$ cat src/rtl/core/radix_digit_converter_unit_macros.svh
// assertion macros for the radix digit converter rtl
// no dependencies; included by modules that carry assertions
`ifndef RADIX_DIGIT_CONVERTER_UNIT_MACROS_SVH
`define RADIX_DIGIT_CONVERTER_UNIT_MACROS_SVH

`ifndef SYNTHESIS

// same-cycle implication
`define RDC_ASSERT_NOW(label, clk, rst, ante, cons) \
  label: assert property (@(posedge clk) disable iff (rst) (ante) |-> (cons)) \
    else $error("rdc assertion failed");

// next-cycle implication
`define RDC_ASSERT_NEXT(label, clk, rst, ante, cons) \
  label: assert property (@(posedge clk) disable iff (rst) (ante) |=> (cons)) \
    else $error("rdc assertion failed");

`else

`define RDC_ASSERT_NOW(label, clk, rst, ante, cons)
`define RDC_ASSERT_NEXT(label, clk, rst, ante, cons)

`endif

`endif

$ cat src/rtl/core/rdc_pkg.sv
// shared types and constants for the radix digit converter
// no dependencies
package rdc_pkg;

  localparam int DATA_W       = 32;
  localparam int CHAR_W       = 8;
  localparam int ALPHA_REGS   = 8;
  localparam int ALPHA_W      = 64;
  localparam int ALPHA_IDX_W  = 6;
  localparam int CFG_IDX_W    = 4;
  localparam int MAX_BASE_DEF = 64;
  localparam int MAX_DIGITS   = 32;
  localparam int DIGIT_CNT_W  = 6;
  localparam int DIV_STEP     = 8;

  localparam logic [CHAR_W-1:0] CH_PLUS  = 8'h2B;
  localparam logic [CHAR_W-1:0] CH_MINUS = 8'h2D;

  typedef enum logic [1:0] {
    S_IDLE,
    S_SCAN,
    S_DIV,
    S_EMIT
  } state_t;

endpackage

$ cat src/rtl/core/rdc_channels.sv
// valid/ready channel interfaces for the radix digit converter
// depends on rdc_pkg
interface rdc_value_if;
  import rdc_pkg::*;
  logic                     valid;
  logic                     ready;
  logic signed [DATA_W-1:0] value;

  modport source (output valid, output value, input ready);
  modport sink (input valid, input value, output ready);
endinterface

interface rdc_char_if;
  import rdc_pkg::*;
  logic              valid;
  logic              ready;
  logic [CHAR_W-1:0] character;
  logic              last;

  modport source (output valid, output character, output last, input ready);
  modport sink (input valid, input character, input last, output ready);
endinterface

$ cat src/rtl/core/rdc_divider.sv
// iterative unsigned divider: 32-bit dividend by a small divisor
// several quotient bits per cycle; depends on rdc_pkg
`include "radix_digit_converter_unit_macros.svh"

module rdc_divider #(
  parameter int MAX_BASE = rdc_pkg::MAX_BASE_DEF
) (
  input  logic                                 clk,
  input  logic                                 rst,
  input  logic                                 start,
  input  logic [rdc_pkg::DATA_W-1:0]           dividend,
  input  logic [$clog2(MAX_BASE+1)-1:0]        divisor,
  output logic                                 done,
  output logic [rdc_pkg::DATA_W-1:0]           quotient,
  output logic [$clog2(MAX_BASE+1)-1:0]        remainder
);
  import rdc_pkg::*;

  localparam int BASE_W = $clog2(MAX_BASE + 1);
  localparam int STEPS  = DATA_W / DIV_STEP;
  localparam int STEP_W = (STEPS > 1) ? $clog2(STEPS) : 1;

  logic                busy;
  logic [STEP_W-1:0]   step;
  logic [DATA_W-1:0]   quo;
  logic [BASE_W-1:0]   rem;
  logic [DATA_W-1:0]   quo_next;
  logic [BASE_W-1:0]   rem_next;

  // DIV_STEP restoring steps on a narrow partial remainder
  always_comb begin
    logic [BASE_W:0]   r;
    logic [DATA_W-1:0] q;
    r = {1'b0, rem};
    q = quo;
    for (int i = 0; i < DIV_STEP; i++) begin
      r = {r[BASE_W-1:0], q[DATA_W-1]};
      q = {q[DATA_W-2:0], 1'b0};
      if (r >= {1'b0, divisor}) begin
        r    = r - {1'b0, divisor};
        q[0] = 1'b1;
      end
    end
    quo_next = q;
    rem_next = r[BASE_W-1:0];
  end

  always_ff @(posedge clk) begin
    if (rst) begin
      busy <= 1'b0;
      done <= 1'b0;
      step <= '0;
    end else begin
      done <= 1'b0;
      if (start) begin
        busy <= 1'b1;
        step <= '0;
      end else if (busy) begin
        step <= step + STEP_W'(1);
        if (step == STEP_W'(STEPS - 1)) begin
          busy <= 1'b0;
          done <= 1'b1;
        end
      end
    end
  end

  always_ff @(posedge clk) begin
    if (start) begin
      quo <= dividend;
      rem <= '0;
    end else if (busy) begin
      quo <= quo_next;
      rem <= rem_next;
    end
  end

  assign quotient  = quo;
  assign remainder = rem;

  `RDC_ASSERT_NEXT(a_start_busy, clk, rst, start, busy)
  `RDC_ASSERT_NOW(a_done_idle, clk, rst, done, !busy)
  `RDC_ASSERT_NEXT(a_last_step_done, clk, rst, busy && !start && step == STEP_W'(STEPS - 1), done)

endmodule

$ cat src/rtl/core/radix_digit_converter_unit.sv
// radix digit converter top level: config registers, alphabet check, digit sequencer
// depends on rdc_pkg, rdc_channels, rdc_divider and the assertion macro header
`include "radix_digit_converter_unit_macros.svh"

// usage:
// - din carries a signed 32-bit value; dout carries one text byte per request,
//   with last set on the final byte of the number
// - cfg_write/cfg_index/cfg_data load the eight 64-bit alphabet registers;
//   writes are expected only while the block is idle
// - per value: accept, scan the alphabet characters (up to MAX_BASE + 1)
//   for the base and validity check, then one division per digit in the
//   shared divider, then emit the characters while dout is ready
// - the shared divider sets the pace: base 2 gives up to 32 digits, so the
//   worst case is a negative value in base 2
// - din.ready is high only when the sequencer is idle; a new value is taken
//   while the final character still waits in the output register
// - an invalid alphabet (base below 2, '+' or '-', a repeated character)
//   drops the value without any output
// - reset clears the alphabet registers and the sequencer; dout holds its
//   character stable while the receiver stalls
module radix_digit_converter_unit #(
  parameter int MAX_BASE = rdc_pkg::MAX_BASE_DEF
) (
  input  logic                           clk,
  input  logic                           rst,
  rdc_value_if.sink                      din,
  rdc_char_if.source                     dout,
  input  logic                           cfg_write,
  input  logic [rdc_pkg::CFG_IDX_W-1:0]  cfg_index,
  input  logic [rdc_pkg::ALPHA_W-1:0]    cfg_data
);
  import rdc_pkg::*;

  localparam int BASE_W = $clog2(MAX_BASE + 1);
  localparam int BUF_W  = $clog2(MAX_DIGITS);

  // configuration
  logic [ALPHA_REGS-1:0][ALPHA_W-1:0] alphabet;

  // sequencer state
  state_t                  state;
  state_t                  state_next;
  logic [BASE_W-1:0]       pos;
  logic [BASE_W-1:0]       base;
  logic [DATA_W-1:0]       mag;
  logic                    sign_pend;
  logic [DIGIT_CNT_W-1:0]  nd;
  logic [DIGIT_CNT_W-1:0]  cnt;
  logic [255:0]            seen;
  logic [CHAR_W-1:0]       digit_buf [MAX_DIGITS];

  // output register
  logic              out_valid;
  logic [CHAR_W-1:0] out_char;
  logic              out_last;

  // divider hookup
  logic              div_start;
  logic [DATA_W-1:0] div_dividend;
  logic              div_done;
  logic [DATA_W-1:0] div_quo;
  logic [BASE_W-1:0] div_rem;

  // single alphabet read port shared by the scan and digit lookup
  logic [ALPHA_IDX_W-1:0] rd_idx;
  logic [CHAR_W-1:0]      rd_char;

  // decoded conditions
  logic in_fire;
  logic scan_end;
  logic scan_bad;
  logic digit_end;
  logic out_load;

  assign in_fire = din.valid && din.ready;
  assign rd_char = alphabet[rd_idx[ALPHA_IDX_W-1:3]][rd_idx[2:0]*CHAR_W +: CHAR_W];

  assign scan_end  = (pos == BASE_W'(MAX_BASE)) || (rd_char == '0);
  assign scan_bad  = (rd_char == CH_PLUS) || (rd_char == CH_MINUS) || seen[rd_char];
  assign digit_end = (div_quo == '0) || (nd == DIGIT_CNT_W'(MAX_DIGITS - 1));

  // alphabet registers, out-of-range indexes ignored
  always_ff @(posedge clk) begin
    if (rst) begin
      alphabet <= '0;
    end else if (cfg_write && cfg_index < CFG_IDX_W'(ALPHA_REGS)) begin
      alphabet[cfg_index[$clog2(ALPHA_REGS)-1:0]] <= cfg_data;
    end
  end

  // next state
  always_comb begin
    state_next = state;
    unique case (state)
      S_IDLE: begin
        if (in_fire) state_next = S_SCAN;
      end
      S_SCAN: begin
        if (scan_end) begin
          state_next = (pos < BASE_W'(2)) ? S_IDLE : S_DIV;
        end else if (scan_bad) begin
          state_next = S_IDLE;
        end
      end
      S_DIV: begin
        if (div_done && digit_end) state_next = S_EMIT;
      end
      S_EMIT: begin
        if (out_load && !sign_pend && cnt == DIGIT_CNT_W'(1)) state_next = S_IDLE;
      end
      default: state_next = S_IDLE;
    endcase
  end

  // sequencer outputs
  always_comb begin
    din.ready    = 1'b0;
    div_start    = 1'b0;
    div_dividend = mag;
    rd_idx       = ALPHA_IDX_W'(pos);
    out_load     = 1'b0;
    unique case (state)
      S_IDLE: begin
        din.ready = 1'b1;
      end
      S_SCAN: begin
        div_start = scan_end && (pos >= BASE_W'(2));
      end
      S_DIV: begin
        rd_idx       = ALPHA_IDX_W'(div_rem);
        div_start    = div_done && !digit_end;
        div_dividend = div_quo;
      end
      S_EMIT: begin
        out_load = !out_valid || dout.ready;
      end
      default: ;
    endcase
  end

  // control registers
  always_ff @(posedge clk) begin
    if (rst) begin
      state     <= S_IDLE;
      pos       <= '0;
      base      <= '0;
      nd        <= '0;
      cnt       <= '0;
      sign_pend <= 1'b0;
      seen      <= '0;
      out_valid <= 1'b0;
    end else begin
      state <= state_next;
      if (in_fire) begin
        pos       <= '0;
        nd        <= '0;
        seen      <= '0;
        sign_pend <= din.value[DATA_W-1];
      end
      if (state == S_SCAN) begin
        if (scan_end) begin
          base <= pos;
        end else if (!scan_bad) begin
          seen[rd_char] <= 1'b1;
          pos           <= pos + BASE_W'(1);
        end
      end
      if (state == S_DIV && div_done) begin
        nd <= nd + DIGIT_CNT_W'(1);
        if (digit_end) cnt <= nd + DIGIT_CNT_W'(1);
      end
      if (out_load) begin
        out_valid <= 1'b1;
        if (sign_pend) begin
          sign_pend <= 1'b0;
        end else begin
          cnt <= cnt - DIGIT_CNT_W'(1);
        end
      end else if (dout.ready) begin
        out_valid <= 1'b0;
      end
    end
  end

  // payload registers
  always_ff @(posedge clk) begin
    if (in_fire) begin
      // two's complement magnitude, unsigned so the most negative value works
      mag <= din.value[DATA_W-1] ? (DATA_W'(0) - DATA_W'(din.value)) : DATA_W'(din.value);
    end else if (state == S_DIV && div_done) begin
      mag <= div_quo;
    end
    if (state == S_DIV && div_done) begin
      digit_buf[nd[BUF_W-1:0]] <= rd_char;
    end
    if (out_load) begin
      if (sign_pend) begin
        out_char <= CH_MINUS;
        out_last <= 1'b0;
      end else begin
        // digits were stored least significant first
        out_char <= digit_buf[BUF_W'(cnt - DIGIT_CNT_W'(1))];
        out_last <= (cnt == DIGIT_CNT_W'(1));
      end
    end
  end

  assign dout.valid     = out_valid;
  assign dout.character = out_char;
  assign dout.last      = out_last;

  rdc_divider #(
    .MAX_BASE (MAX_BASE)
  ) u_divider (
    .clk       (clk),
    .rst       (rst),
    .start     (div_start),
    .dividend  (div_dividend),
    .divisor   (base),
    .done      (div_done),
    .quotient  (div_quo),
    .remainder (div_rem)
  );

  `RDC_ASSERT_NEXT(a_accept_scan, clk, rst, in_fire, state == S_SCAN)
  `RDC_ASSERT_NOW(a_div_base_ok, clk, rst, state == S_DIV, base >= BASE_W'(2))
  `RDC_ASSERT_NOW(a_done_in_div, clk, rst, div_done, state == S_DIV && nd < DIGIT_CNT_W'(MAX_DIGITS))
  `RDC_ASSERT_NOW(a_emit_count, clk, rst, state == S_EMIT, cnt != '0)

endmodule

$ cat src/flat_wrapper.sv
// flat-port wrapper written by rule: the top's interface ports become plain ports
module radix_digit_converter_unit_flat import rdc_pkg::*;
#(
  parameter int MAX_BASE = rdc_pkg::MAX_BASE_DEF
)
  (clk, rst, cfg_write, cfg_index, cfg_data, din_valid, din_value, din_ready, dout_valid, dout_character, dout_last, dout_ready);
  rdc_value_if din_i ();
  rdc_char_if dout_i ();
  input  logic clk;
  input  logic rst;
  input  logic cfg_write;
  input  logic [rdc_pkg::CFG_IDX_W-1:0] cfg_index;
  input  logic [rdc_pkg::ALPHA_W-1:0] cfg_data;
  input wire logic [$bits(din_i.valid)-1:0] din_valid;
  input wire logic [$bits(din_i.value)-1:0] din_value;
  output wire logic [$bits(din_i.ready)-1:0] din_ready;
  output wire logic [$bits(dout_i.valid)-1:0] dout_valid;
  output wire logic [$bits(dout_i.character)-1:0] dout_character;
  output wire logic [$bits(dout_i.last)-1:0] dout_last;
  input wire logic [$bits(dout_i.ready)-1:0] dout_ready;
  assign din_i.valid = din_valid;
  assign din_i.value = din_value;
  assign din_ready = din_i.ready;
  assign dout_valid = dout_i.valid;
  assign dout_character = dout_i.character;
  assign dout_last = dout_i.last;
  assign dout_i.ready = dout_ready;
  radix_digit_converter_unit #(.MAX_BASE(MAX_BASE)) u_core (.clk(clk), .rst(rst), .din(din_i), .dout(dout_i), .cfg_write(cfg_write), .cfg_index(cfg_index), .cfg_data(cfg_data));
endmodule
$ cat config.mk
export PLATFORM = sky130hd
export DESIGN_NAME = radix_digit_converter_unit_flat
export DESIGN_NICKNAME = d
export VERILOG_FILES = /design/src/rtl/core/rdc_pkg.sv /design/src/rtl/core/rdc_channels.sv /design/src/rtl/core/rdc_divider.sv /design/src/rtl/core/radix_digit_converter_unit.sv /design/src/flat_wrapper.sv
export VERILOG_INCLUDE_DIRS = /design/src /design/src/rtl/core
export SDC_FILE = /design/constraint.sdc
export NUM_CORES = 2
export LEC_CHECK = 0
export ABC_CLOCK_PERIOD_IN_PS = 18200
export BUFFER_PORTS_ARGS = -buffer_cell sky130_fd_sc_hd__buf_4
export CAP_MARGIN = 20
export CELL_PAD_IN_SITES_DETAIL_PLACEMENT = 0
export CELL_PAD_IN_SITES_GLOBAL_PLACEMENT = 1
export CORE_ASPECT_RATIO = 2
export CORE_MARGIN = 2
export CORE_UTILIZATION = 47
export CTS_BUF_LIST = sky130_fd_sc_hd__clkbuf_2
export CTS_CLUSTER_SIZE = 16
export DETAILED_ROUTE_END_ITERATION = 10
export HOLD_SLACK_MARGIN = 0.08
export PLACE_DENSITY = 0.86
export SLEW_MARGIN = 20
export SYNTH_ARGS = -nofsm -noshare
export SYNTH_HDL_FRONTEND = slang
export SYNTH_SLANG_ARGS = --single-unit
$ cat constraint.sdc
create_clock -name clk -period 18.2 [get_ports clk]
set_clock_uncertainty 0.2 [all_clocks]
set_input_delay 1.82 -clock clk [delete_from_list [all_inputs] [get_ports clk]]
set_output_delay 1.82 -clock clk [all_outputs]
set_load 0.005 [all_outputs]
Word level (Yosys, flattened, before mapping):

Memories as Yosys holds them, arrays and structs flattened. A register that Yosys moved wholly into a read port is not among the register bits.
Cells that the tools add are included.

* logic and storage cells: 167
* register bits after elaboration: 874
* RAM bits: 256
* memories kept: 1
* output and inout port bits: 11

Memory list
* u_core.digit_buf: words 32, width 8, rd ports 1, clocked after Yosys merged registers in 1, wr ports 1, line radix_digit_converter_unit.sv:50 `logic [CHAR_W-1:0] digit_buf [MAX_DIGITS];`

* shifts and indexed selects: 1
* bitwise gates (word level): 2
* eq/ne operators: 14
* $lt $le $gt $ge: 16
* mux-type cells: 68
* reductions and logical operators: 29
* add/sub/neg operators: 13

Operator list (count)
* 256-bit two-way mux: 5
* 512-bit bitwise mux: 1
* 256-bit bitwise OR: 1
* 64-bit binary-select mux with 3-bit select: 1
* 64-bit demux with 3-bit select: 1
* 32-bit two-way mux: 6
* 64-bit two-way mux: 2
* 7-bit two-way mux: 12
* 8-bit by 7-bit greater-or-equal comparator with 1-bit output: 8
* 64-bit by 7-bit variable part select with 8-bit output: 1
* 7-bit subtractor: 8
* 6-bit two-way mux: 7
* 32-bit zero test: 1
* 1-bit by 32-bit subtractor with 32-bit output (first input constant): 1
* 1-bit two-way mux: 23
* 8-bit by 6-bit == test with 1-bit output (second input constant): 2
* 2-bit two-way mux: 6
* 1-bit logical AND: 10
* 8-bit by 9-bit less-than comparator with 1-bit output (second input constant): 1
* 1-bit binary-select mux with 8-bit select: 1
* 1-bit demux with 8-bit select: 1
* 8-bit by 1-bit greater-or-equal comparator with 1-bit output (second input constant): 1
* 8-bit zero test: 1
* 3-bit by 4-bit less-than comparator with 1-bit output (second input constant): 2
* other kinds (27): 40

Logic depth before layout (Yosys ltp):

* depth in word-level cells: 18
* mapped depth: 89
* depth with buffers taken out: 86

Cells and area by module:

A second synthesis with hierarchy kept.

* cells, all modules: 5762
* area total of the unflattened synthesis: 53867.9 um2

Modules (own cells, without submodules)
* radix_digit_converter_unit: area each 48888.1 um2, cells each 5219, instances 1, sequential area each 24893.9 um2
* rdc_divider: area each 4979.8 um2, cells each 543, instances 1, sequential area each 1181.1 um2

Least setup slack after synthesis:

No wires, ideal clock.

* path type: register to register
* from: register u_core.base[1]
* to: register u_core.u_divider.rem[1] (netlist: u_core.u_divider.remainder[1])
* setup slack: 1008 ps
* clock period less this slack: 17192 ps
* stages on the path, launching flop included: 77
* data required time: 17930 ps
* data arrival time: 16922 ps
* cells stage by stage: dfxtp_1 > inv_1 > fa_1 > a21o_1 > a21oi_1 > o21ai_0 > a31oi_2 > mux2_2 > ha_1 > nor2b_1 > o21ai_0 > a21boi_0 > o21a_1 > o31a_1 > nor2_1 > mux2i_1 > ha_1 > nor2b_1 > (+41 left out) > o21ai_0 > a21o_1 > a21o_1 > o21bai_1 > a21oi_1 > o2111ai_2 > mux2i_1 > ha_1 > nor2b_1 > o21ai_0 > nand2b_1 > a21o_1 > a21oi_1 > o21ai_0 > a21o_1 > a221oi_2 > mux2_2 > a21oi_1

* longest elaborated chain between the ends: 16
* elaborated cells between the ends (all ways): 24
* those cells by class: add/sub: 8; order compare: 8; mux: 8

Ends and longest elaborated chain
* start, declared: line radix_digit_converter_unit.sv:44 `logic [BASE_W-1:0] base;`
* start signal, assigned: line radix_digit_converter_unit.sv:162 `base <= pos;`
* 7-bit subtractor / 8-bit by 7-bit greater-or-equal comparator with 1-bit output (equally long branches): line rdc_divider.sv:40, rdc_divider.sv:39
* 7-bit two-way mux: line rdc_divider.sv:39 `if (r >= {1'b0, divisor}) begin`
* 7-bit subtractor / 8-bit by 7-bit greater-or-equal comparator with 1-bit output (equally long branches): line rdc_divider.sv:40, rdc_divider.sv:39
* 7-bit two-way mux: line rdc_divider.sv:39
* 7-bit subtractor / 8-bit by 7-bit greater-or-equal comparator with 1-bit output (equally long branches): line rdc_divider.sv:40, rdc_divider.sv:39
* 7-bit two-way mux: line rdc_divider.sv:39
* 7-bit subtractor / 8-bit by 7-bit greater-or-equal comparator with 1-bit output (equally long branches): line rdc_divider.sv:40, rdc_divider.sv:39
* 7-bit two-way mux: line rdc_divider.sv:39
* 7-bit subtractor / 8-bit by 7-bit greater-or-equal comparator with 1-bit output (equally long branches): line rdc_divider.sv:40, rdc_divider.sv:39
* 7-bit two-way mux: line rdc_divider.sv:39
* 7-bit subtractor / 8-bit by 7-bit greater-or-equal comparator with 1-bit output (equally long branches): line rdc_divider.sv:40, rdc_divider.sv:39
* 7-bit two-way mux: line rdc_divider.sv:39
* 8-bit by 7-bit greater-or-equal comparator with 1-bit output / 7-bit subtractor (equally long branches): line rdc_divider.sv:39, rdc_divider.sv:40
* 7-bit two-way mux: line rdc_divider.sv:39
* 7-bit subtractor / 8-bit by 7-bit greater-or-equal comparator with 1-bit output (equally long branches): line rdc_divider.sv:40, rdc_divider.sv:39
* 7-bit two-way mux (*): line rdc_divider.sv:39
* end signal, assigned: line rdc_divider.sv:74 `rem <= rem_next;`
* end, declared: line rdc_divider.sv:26 `logic [BASE_W-1:0] rem;`

Every way passes the cells marked *; elsewhere a longest branch is shown, timed or not.
A chain may end at the register's enable or synchronous reset.

Worst setup path in the final report:

* from: register u_core.u_divider.quo[31] (netlist: u_core.u_divider.quotient[31])
* to: register u_core.u_divider.rem[1] (netlist: u_core.u_divider.remainder[1])

* longest elaborated chain between the ends: 16
* elaborated cells between the ends (all ways): 29
* those cells by class: add/sub: 8; order compare: 8; mux: 9; reduce/logical: 4

Ends and longest elaborated chain
* start, declared: line rdc_divider.sv:25 `logic [DATA_W-1:0] quo;`
* start signal, assigned: line rdc_divider.sv:70 `quo <= dividend;`
* start signal, assigned: line rdc_divider.sv:73 `quo <= quo_next;`
* 7-bit subtractor / 8-bit by 7-bit greater-or-equal comparator with 1-bit output (equally long branches): line rdc_divider.sv:40, rdc_divider.sv:39
* 7-bit two-way mux: line rdc_divider.sv:39
* 7-bit subtractor / 8-bit by 7-bit greater-or-equal comparator with 1-bit output (equally long branches): line rdc_divider.sv:40, rdc_divider.sv:39
* 7-bit two-way mux: line rdc_divider.sv:39
* 7-bit subtractor / 8-bit by 7-bit greater-or-equal comparator with 1-bit output (equally long branches): line rdc_divider.sv:40, rdc_divider.sv:39
* 7-bit two-way mux: line rdc_divider.sv:39
* 7-bit subtractor / 8-bit by 7-bit greater-or-equal comparator with 1-bit output (equally long branches): line rdc_divider.sv:40, rdc_divider.sv:39
* 7-bit two-way mux: line rdc_divider.sv:39
* 7-bit subtractor / 8-bit by 7-bit greater-or-equal comparator with 1-bit output (equally long branches): line rdc_divider.sv:40, rdc_divider.sv:39
* 7-bit two-way mux: line rdc_divider.sv:39
* 7-bit subtractor / 8-bit by 7-bit greater-or-equal comparator with 1-bit output (equally long branches): line rdc_divider.sv:40, rdc_divider.sv:39
* 7-bit two-way mux: line rdc_divider.sv:39
* 8-bit by 7-bit greater-or-equal comparator with 1-bit output / 7-bit subtractor (equally long branches): line rdc_divider.sv:39, rdc_divider.sv:40
* 7-bit two-way mux: line rdc_divider.sv:39
* 7-bit subtractor / 8-bit by 7-bit greater-or-equal comparator with 1-bit output (equally long branches): line rdc_divider.sv:40, rdc_divider.sv:39
* 7-bit two-way mux: line rdc_divider.sv:39

Several ways; a longest one is shown, not always the timed one.

==> implementation parameters <==
Parameter                              Value

Status
  Result of the run ... completed

Finish
  Non-filler cells, final ... 6928
  Layout overhead on the synthesized area ... 8.34%
  Post-layout util ... 51.2%
  Number of nets in the final layout ... 5519
  Number of filler instances in the final layout ... 10200
  Layout cells sized above 1 ... 16.5%

Floorplan
  Die width ... 239 um
  Top Ports ... 116
  Placeable Area ... 110000 sq um
  Chip Height ... 474 um
  Row count ... 172
  Die Footprint ... 113000 sq um
  Starting density of the core ... 47.3%

Setup path
  CP most frequent cell ... a21o_1
  Cell with the largest stage delay on the worst path ... edfxtp_1
  Worst setup path category ... register to register
  Worst setup SP type ... register
  Critical path arrival ... 18.58 ns
  Number of cells traversed by the worst register-to-register path ... 78
  Critical path endpoint category ... register
  Peak fanout along the critical path ... 14
  Max incr delay on CP ... 0.41 ns
  Required time at the endpoint of the critical path ... 19.49 ns

Yosys
  Flip-flop and latch count after synthesis ... 1138
  Ys flop type ... dfxtp_1
  Mean instance size in the synthesized netlist ... 9.81 sq um
  Synth warn ... 0
  FFs w/ async S/R, synth ... 0%
  Number of synthesized flops with an enable pin ... 329
  Post-Synthesis Cells ... 5293
  Netlist cell types ... 90
  Synth Net Count ... 5477
  Most used standard cells in the synthesized netlist ... nand2_1 (1415), dfxtp_1 (809), a21oi_1 (643), edfxtp_1 (329), clkbuf_1 (283)
  Library cell occupying the most area in the post-synthesis netlist ... dfxtp_1
  Fraction of synthesized cell area taken by the top area cell type ... 31.2%
  Most area-consuming cells after synthesis ... dfxtp_1 (31%), edfxtp_1 (19%), nand2_1 (10%), mux4_2 (7.6%), a21oi_1 (6.2%)
  Share of synthesized area occupied by flip-flops and latches ... 50.2%
  Most frequent cell after synthesis ... nand2_1
  Cell Area, Synth ... 51900 sq um

Run
  Number of max-cap violations ... 0

Global route
  Leftover overflow at the end of global routing ... 0
  Pin count of the biggest net entering global routing ... 241
  Number of global-route vias before repair ... 40800
  Initial antenna violation count ... 9
  Global-route wire length before repair ... 236000 um
  Total global routing track utilization ... 27.2%

Route
  Total number of vias ... 40800
  TritonRoute pass-1 iters ... 8
  Detail-routed via count per cell ... 5.89
  DR iter-0 viols ... 3098
  ANT nets after route ... 0
  Drt wl/cell ... 22.5 um
  Final WL ... 156000 um
  Number of remaining DRC errors ... 0

Timing
  Max-slew violation count ... 0
  Total count of hold-check failures in the final report ... 0
  Final setup viols ... 0
  Final hold slack ... 0.256 ns
  Post-layout minimum cycle time ... 17.29 ns
  TNS Setup ... 0 ns
  Slew at the pin with the worst max-slew slack ... 1.16 ns
  Fraction of the cycle the final worst path needs ... 95.0%
  Max-slew headroom at the worst pin ... 22.8%
  F_max ... 0.0578 GHz

CTS
  Max Root-Sink Buffers ... 3
  Clock latency on the worst-skew pair ... 1.67 ns
  CTS Root Buffer Type ... clkbuf_2
  Number of buffers added by the clock tree synthesis step ... 239
  CTS tree ... done
  Clock sink count ... 1138
  Number of levels the H-tree was split into ... 4
  Clock transition at path regs ... 0.11 ns

Placement
  Number of buffer cells added on primary ports ... 115
  Number of instances in the placed design ... 6444
  Weighted congestion reported at the end of routability-driven placement ... 0.857
  Post-DP HPWL ... 98100 um

Min path
  Class of the tightest hold or removal check ... register to register
  Hold depth ... 2
cell usage in the layout (no fill, tap or decap), types with 15 or more instances in the layout:
cell | netlist | routed
dlygate4sd3_1 | 0 | 39
a32oi_1 | 19 | 19
mux2i_1 | 192 | 184
mux4_2 | 176 | 176
clkbuf_2 | 0 | 360
o22ai_1 | 24 | 24
inv_1 | 64 | 63
nand2_1 | 1415 | 1412
xnor2_1 | 25 | 23
nor2_1 | 135 | 129
dfxtp_1 | 809 | 808
ha_1 | 71 | 68
a22o_1 | 178 | 178
a221oi_1 | 22 | 22
nor4_1 | 15 | 15
edfxtp_1 | 329 | 329
xor2_1 | 45 | 45
buf_4 | 77 | 209
clkinv_1 | 0 | 47
nor3_1 | 31 | 30
a32o_1 | 22 | 22
mux2_2 | 46 | 43
a21o_1 | 24 | 23
a21oi_1 | 643 | 636
nor2b_1 | 17 | 17
o21ai_0 | 102 | 94
nand4_1 | 18 | 18
or3_1 | 74 | 74
nand2b_1 | 25 | 25
nand3_1 | 76 | 74
worst paths after layout:
check                                 from                            end  slack, ns
max          u_core.u_divider.quotient[31]  u_core.u_divider.remainder[1]       0.91
min                   u_core.alphabet[326]           u_core.alphabet[326]       0.26
max reg2reg  u_core.u_divider.quotient[31]  u_core.u_divider.remainder[1]       0.91
min reg2reg           u_core.alphabet[326]           u_core.alphabet[326]       0.26
registers in the layout, indices dropped and copies added, names as in the netlist, named ones only:
| signal | flops |
|---|---|
| u_core.alphabet | 512 |
| u_core.base | 7 |
| u_core.cnt | 6 |
| u_core.digit_buf | 256 |
| u_core.dout.character | 8 |
| u_core.dout.last | 1 |
| u_core.dout.valid | 1 |
| u_core.mag | 32 |
| u_core.nd | 6 |
| u_core.pos | 7 |
| u_core.seen | 256 |
| u_core.sign_pend | 1 |
| u_core.state | 1 |
| u_core.u_divider.busy | 1 |
| u_core.u_divider.done | 1 |
| u_core.u_divider.quotient | 32 |
| u_core.u_divider.remainder | 7 |
| u_core.u_divider.step | 2 |
worst max-delay path, delay by kind of cell, from the launching register on:
kind            cells  cell delay [ns]
compound gates     44             8.42
fa+ha+maj           9             2.88
mux                 7             2.48
buf+inv             9             1.42
simple gates        9             1.36
flops               1             0.41
cell families after synthesis:
group | count (synthesis) | share of synthesized area, %
xor+xnor | 70 | 1.18
fa+ha+maj | 79 | 2.02
buf+inv | 518 | 4.58
flops | 1138 | 50.2
compound gates | 1179 | 14.3
mux | 415 | 12.4
simple gates | 1894 | 15.4
metal layers:
| metal | track usage, % | vias to the layer above | wire, um |
|---|---|---|---|
| li1 | - | 19000 | - |
| met1 | 28.0 | 19800 | 54300 |
| met2 | 49.9 | 1518 | 82700 |
| met3 | 4.24 | 492 | 8060 |
| met4 | 19.2 | 4 | 10400 |
| met5 | 0 | - | 27 |
layout make-up:
class                           count  area (sq um)  share of cell area, %
Sequential cell                  1138         26100                   46.4
Multi-Input combinational cell   3637         23800                   42.3
Timing Repair Buffer              254          2060                   3.67
Clock buffer                      360          1800                   3.20
Tap cell                         1392          1740                   3.10
Clock inverter                     73           512                  0.910
Inverter                           65           250                  0.445
Antenna cell                        9          22.5                 0.0400
stage by stage:
step                      setup WS, ns  area [sq um]
after global placement          -0.127         53400
final                            0.908         56200
after CTS                      0.00997         56100
after global routing           -0.0233         56200
after floorplan                   1.01         51900
after detailed placement        -0.158         53400
what timing repair did:
action                     4_1_cts  5_1_grt
pin swaps                        2        5
hold endpoints to repair       228        0
hold buffers                    39        0
setup buffers                    1        1
setup endpoints to repair        8        8
cloned                           0        0
resized for setup                4       22
Power is left out: the tool's default activity adds up to more than one toggle a clock period on the data nets, which glitch-free logic cannot reach.
